## config.mk

```make
export PLATFORM = sky130hd
export DESIGN_NAME = obbot_minmax
export DESIGN_NICKNAME = d
export VERILOG_FILES = /design/src/hw/rtl/obbot_pkg.sv /design/src/hw/rtl/obbot_minmax.sv
export SDC_FILE = /design/constraint.sdc
export NUM_CORES = 1
export LEC_CHECK = 0
export BUFFER_PORTS_ARGS = -buffer_cell sky130_fd_sc_hd__buf_2
export CAP_MARGIN = 20
export CELL_PAD_IN_SITES_DETAIL_PLACEMENT = 0
export CELL_PAD_IN_SITES_GLOBAL_PLACEMENT = 1
export CORE_ASPECT_RATIO = 1.2
export CORE_MARGIN = 5
export CORE_UTILIZATION = 43
export DETAILED_ROUTE_END_ITERATION = 7
export PLACE_DENSITY = 0.94
export SYNTH_ARGS = -nofsm -noshare
export SYNTH_HDL_FRONTEND = slang
export SYNTH_SLANG_ARGS = --single-unit
```

## constraint.sdc

```tcl
create_clock -name vclk -period 9.03
set_input_delay 0.4515 -clock vclk [all_inputs]
set_output_delay 0.4515 -clock vclk [all_outputs]
set_load 0.005 [all_outputs]
```

## src/hw/rtl/obbot_pkg.sv

```systemverilog
// ----------------------------------------------------------------------------
// obbot_pkg: shared widths and types for the box pair overlap test
// Fixed-point widths for corners and projections, plus stage payload types.
// ----------------------------------------------------------------------------
package obbot_pkg;

  localparam int COORD_W  = 24;
  localparam int AFRAC    = 14;
  localparam int AXIS_W   = AFRAC + 2;
  localparam int EXT_W    = COORD_W - 1;
  // axis * extent product, signed
  localparam int PROD_W   = AXIS_W + EXT_W + 1;
  // corner = centre*2^AFRAC +- e1 +- e2
  localparam int CORN_W   = PROD_W + 3;
  // dot term corner * axis component
  localparam int TERM_W   = CORN_W + AXIS_W;
  localparam int PROJ_W   = TERM_W + 1;
  // pipeline register stages in the core
  localparam int NSTG     = 5;

  typedef logic signed [COORD_W-1:0] coord_t;
  typedef logic signed [AXIS_W-1:0]  axis_t;
  typedef logic signed [PROD_W-1:0]  prod_t;
  typedef logic signed [CORN_W-1:0]  corn_t;
  typedef logic signed [TERM_W-1:0]  term_t;
  typedef logic signed [PROJ_W-1:0]  proj_t;

  typedef struct packed {
    axis_t c;
    axis_t s;
  } axis_pair_t;

  typedef struct packed {
    corn_t x;
    corn_t y;
  } corner_t;

endpackage

```

## src/hw/rtl/obbot_minmax.sv

```systemverilog
// ----------------------------------------------------------------------------
// obbot_minmax: min and max of four projections
// Combinational two-level reduction on one axis for one box.
// ----------------------------------------------------------------------------
module obbot_minmax
  import obbot_pkg::*;
(
  input  proj_t p0,
  input  proj_t p1,
  input  proj_t p2,
  input  proj_t p3,
  output proj_t lo,
  output proj_t hi
);

  proj_t lo01, lo23, hi01, hi23;

  always_comb begin
    lo01 = (p1 < p0) ? p1 : p0;
    hi01 = (p1 > p0) ? p1 : p0;
    lo23 = (p3 < p2) ? p3 : p2;
    hi23 = (p3 > p2) ? p3 : p2;
    lo   = (lo23 < lo01) ? lo23 : lo01;
    hi   = (hi23 > hi01) ? hi23 : hi01;
  end

endmodule

```

Word-level counts from Yosys, hierarchy flattened
Index checks and enable logic that the tools add are counted.

operators by class
  add/subtract/negate cells = 0
  multiply operators = 0
  div/mod/pow operators = 0
  order comparisons = 6
  equality and inequality tests = 0
  shift operators = 0
  multiplexer cells = 6
  bitwise logic cells = 0
  reduce and logical (&&, ||, !) cells = 0

operators by type and width
  kind            count
  $mux W60        6
  $gt A60 B60 Y1  3
  $lt A60 B60 Y1  3

word-level totals
  register bits after elaboration = 0
  latch bits = 0
  memory bits (writable) = 0
  memory bits (read-only) = 0
  memories = 0

Depth between registers and ports, before layout
  word-level depth = 4
  depth in mapped cells = 28

Worst setup path after synthesis
OpenSTA, ideal clock, no wires.

  path kind = input to output
  start = in p2[59]
  end = out hi[0]
  arrival time = 5818 ps
  path slack = 2760 ps
  stages = 27
  buffers on the path = 4
  cells stage by stage = inv_1 ha_1 nand4_1 nor4_2 nand3_1 or4_4 a21o_1 a21boi_2 nor2_4 buf_2 nor2_4 buf_4 mux2i_1 inv_1 ha_1 a21o_1 a21o_1 a21oi_1 o211ai_1 a2111oi_0 o21a_1 o22ai_1 mux2i_1 a31oi_1 buf_1 clkbuf_1 mux2i_1

between the ends
  word-level cells in the longest chain between the ends = 4

RTL lines
  what             line                text
  start, declared  obbot_minmax.sv:10  input proj_t p2,
  $gt A60 B60 Y1   obbot_minmax.sv:22  hi23 = (p3 > p2) ? p3 : p2;
  $mux W60 (*)     obbot_minmax.sv:22
  $gt A60 B60 Y1   obbot_minmax.sv:24  hi = (hi23 > hi01) ? hi23 : hi01;
  $mux W60 (*)     obbot_minmax.sv:24
  end, declared    obbot_minmax.sv:13  output proj_t hi

Every way passes the cells marked *; elsewhere a longest branch is shown, timed or not.

Worst setup path after layout
  start = in p2[59]
  end = out lo[0]

between the ends
  word-level cells in the longest chain between the ends = 4

RTL lines
  what            line                text
  $lt A60 B60 Y1  obbot_minmax.sv:21  lo23 = (p3 < p2) ? p3 : p2;
  $mux W60 (*)    obbot_minmax.sv:21
  $lt A60 B60 Y1  obbot_minmax.sv:23  lo = (lo23 < lo01) ? lo23 : lo01;
  $mux W60 (*)    obbot_minmax.sv:23
  end, declared   obbot_minmax.sv:12  output proj_t lo,

Marks and branches as above.

==> results by group <==
Status
  • Status: finished clean

Layout
  • Layout clock buffer count: 0
  • Share of post-route cells with drive strength above 1: 22.0%
  • Fillcell total: 3252
  • Reg area: 0 sq um
  • Design Area, Final: 16200 sq um
  • Final cell utilization of the core: 50.2%
  • Area delta synth->final: 15.2%
  • Post-layout nets: 2708
  • Seq cells: 0

Floorplan
  • Ports: 360
  • Die area: 36400 sq um
  • Die Y-Extent: 208 um
  • Initial Util: 43.5%
  • CORE AREA: 32300 sq um
  • # rows: 72
  • Die width: 175 um

Placement
  • Routability cong.: 1.00
  • Placed Area: 16100 sq um
  • IO buf count: 360
  • Detailed-placement wirelength estimate: 45.8 mm

Critical path
  • Crit path cell chain: buf_2 > inv_1 > ha_1 > nand4_1 > nor4_4 > nand3_1 > or4_4 > a21oi_2 > buf_4 > nor3_2 > nor2_4 > buf_4 > mux2_4 > ha_1 > nand4_1 > nor3_1 > nand3_1 > a311oi_1 > nor4b_2 > nand2b_2 > buf_4 > a41oi_1 > a211oi_1 > buf_2
  • Max incr delay on CP: 0.62 ns
  • CP Max Fanout: 21
  • CP most frequent cell: buf_4
  • Critical-path top delay cell: nor2_4
  • Worst EP arrival: 8.18 ns
  • Crit path required time: 8.58 ns
  • Kind of critical path: in2out
  • CP Launch Type: input pin
  • Critical path capture point type: output port

Yosys
  • Area share of the largest cell type after synthesis: 21.3%
  • Register area share after synthesis: 0%
  • Largest family of logic cells by synthesized area: compound AO/OA/AOI/OAI gates
  • Main area contributors after synthesis: ha_1 21%, mux2i_1 13%, inv_1 6.8%
  • Synth cell types: 64
  • Post-synthesis xor/xnor area fraction: 0.116%
  • Syn Nets: 2454
  • Mean post-synth cell area: 7.11 sq um
  • Gate Count Post-Synth: 1975
  • YS warnings: 0
  • Mux share of post-synthesis cell area: 18.6%
  • Synthesized area: 14000 sq um
  • Area share of and/or/nand/nor cells after synthesis: 18.8%
  • Complex-gate fraction of the synthesized area: 29.5%
  • Adder-Cell Fraction of Synth Area: 21.3%
  • Cell taking the most area after synthesis: ha_1

GRT
  • GRT Util Overall: 29.2%
  • Met2 GRT Util: 53.0%
  • First-pass GRT wire length: 88.4 mm
  • Initial antenna violation count: 6
  • Busiest grt layer: met2
  • Pin count of the biggest net entering global routing: 124
  • GR Overflow Total: 0
  • Grt met3 use: 3.78%
  • Vias in the first global route: 16300
  • Grt met1 use: 35.4%

Timing
  • Part of the cycle the worst path needs: 95.6%
  • Final setup vio count: 0
  • Setup TNS: 0 ns
  • Worst hold margin: 1.31 ns
  • Unrepaired setup endpoints after global routing: false
  • Worst relative slew slack: 27.9%
  • Minimum clock period: 8.63 ns
  • Final Hold Vio Count: 0
  • FMAX: 116 MHz
  • Worst Max-Slew Pin Slew: 1.08 ns
  • Final Slew Violations: 0

Clock network
  • Quantity of hold-fixing buffers added after cts: 0

Route
  • Via count: 17100
  • Number of vias per cell: 6.48
  • Pre-Repair DR Iteration Count: 6
  • Routed len/inst: 22.0 um
  • Remaining DRCs: 0
  • Routed WL: 58.0 mm
  • Initial DRC count: 1779
  • DRT antenna net count: 0

Pwr
  • Peak supply drop: 111 uV
  • Cell Pwr Density: 151 nW/um^2
  • Static Leak: 0.00834 uW

Worst hold path
  • Worst hold path class: in2out

Flow run
  • Max_cap viols: 0
==> synthesized netlist by cell type (all sizes together), types with 6 or more instances <==
| cell type | number |
|---|---|
| a2111oi | 6 |
| a211oi | 61 |
| a21o | 39 |
| a21oi | 131 |
| a22oi | 11 |
| a311o | 45 |
| a311oi | 11 |
| buf | 53 |
| clkbuf | 97 |
| ha | 239 |
| inv | 254 |
| mux2 | 58 |
| mux2i | 181 |
| nand2 | 123 |
| nand2b | 119 |
| nand3 | 22 |
| nand4 | 91 |
| nor2 | 42 |
| nor3 | 61 |
| nor4 | 14 |
| o211ai | 54 |
| o21ai | 47 |
| o22ai | 93 |
| o311ai | 45 |
| o31ai | 13 |
==> critical path: cells and delay by family <==
kind                       cells  cell delay [ns]
and+or+nand+nor               11             3.90
buffers and inverters          6             1.40
AOI/OAI and AO/OA              4             1.38
adders and majority gates      2             0.64
muxes                          1             0.37
==> cell usage in the layout (no fill, tap or decap), types with 21 or more instances in the layout <==
master	netlist	layout
o21ai_0	47	46
a311o_1	45	45
inv_1	253	253
a211oi_1	61	61
nand4_1	91	91
nor3_1	60	60
mux2i_1	181	181
nand3_1	22	21
o211ai_1	54	54
a21oi_1	130	130
ha_1	239	238
mux2_4	41	41
nand2b_1	119	117
o22ai_1	93	93
buf_2	21	360
nor2_1	40	40
buf_4	12	36
nand2_1	123	120
o311ai_1	44	44
a21o_1	39	39
==> final cells by class <==
class,instances,area [sq um],area share (%)
Timing Repair Buffer,402,2190,13.5
Multi-Input combinational cell,1571,12500,77.3
Antenna cell,5,12.5,0.0773
Tap cell,407,509,3.15
Inverter,254,953,5.89
==> kinds of logic (layout without fill, tap and decap cells) <==
group | Yosys count | in the layout
AOI/OAI and AO/OA | 595 | 595
and+or+nand+nor | 497 | 497
buffers and inverters | 404 | 656
adders and majority gates | 239 | 239
muxes | 239 | 239
xor gates and xnor gates | 1 | 1
other | 0 | 5
==> timing repair <==
item / 4_1_cts / 5_1_grt
endpoints found under the setup margin: 0 / 28
gates resized for setup: 0 / 2
setup buffers: 0 / 2
==> routing by layer <==
layer  vias to the layer above  routed length (um)
met5                         -                  20
met4                         2                2280
met3                       144                4570
li1                       7970                   -
met1                      8085               22900
met2                       892               28300
==> where the power goes <==
group / internal (uW) / switching (uW)
registers: 0 / 0
logic: 977 / 1460
clock network: 0.0000741 / 0
total: 977 / 1460
==> path summary, 6_finish.rpt <==
path              slack (ns)  depth (start not counted)  startpoint  endpoint
hold / removal          1.31                          4      p2[42]    hi[42]
setup / recovery        0.40                         24      p2[59]     lo[0]
==> per-stage QoR <==
stage	power [uW]	instances	setup WS, ns
floorplan	1530	1975	2.76
global placement	2350	2631	0.458
detailed placement	2390	2631	0.373
CTS	2400	2631	0.363
global route	2640	2638	0.0154
finish	2440	2639	0.397
Note: power is estimated with default switching activity, not from simulation.
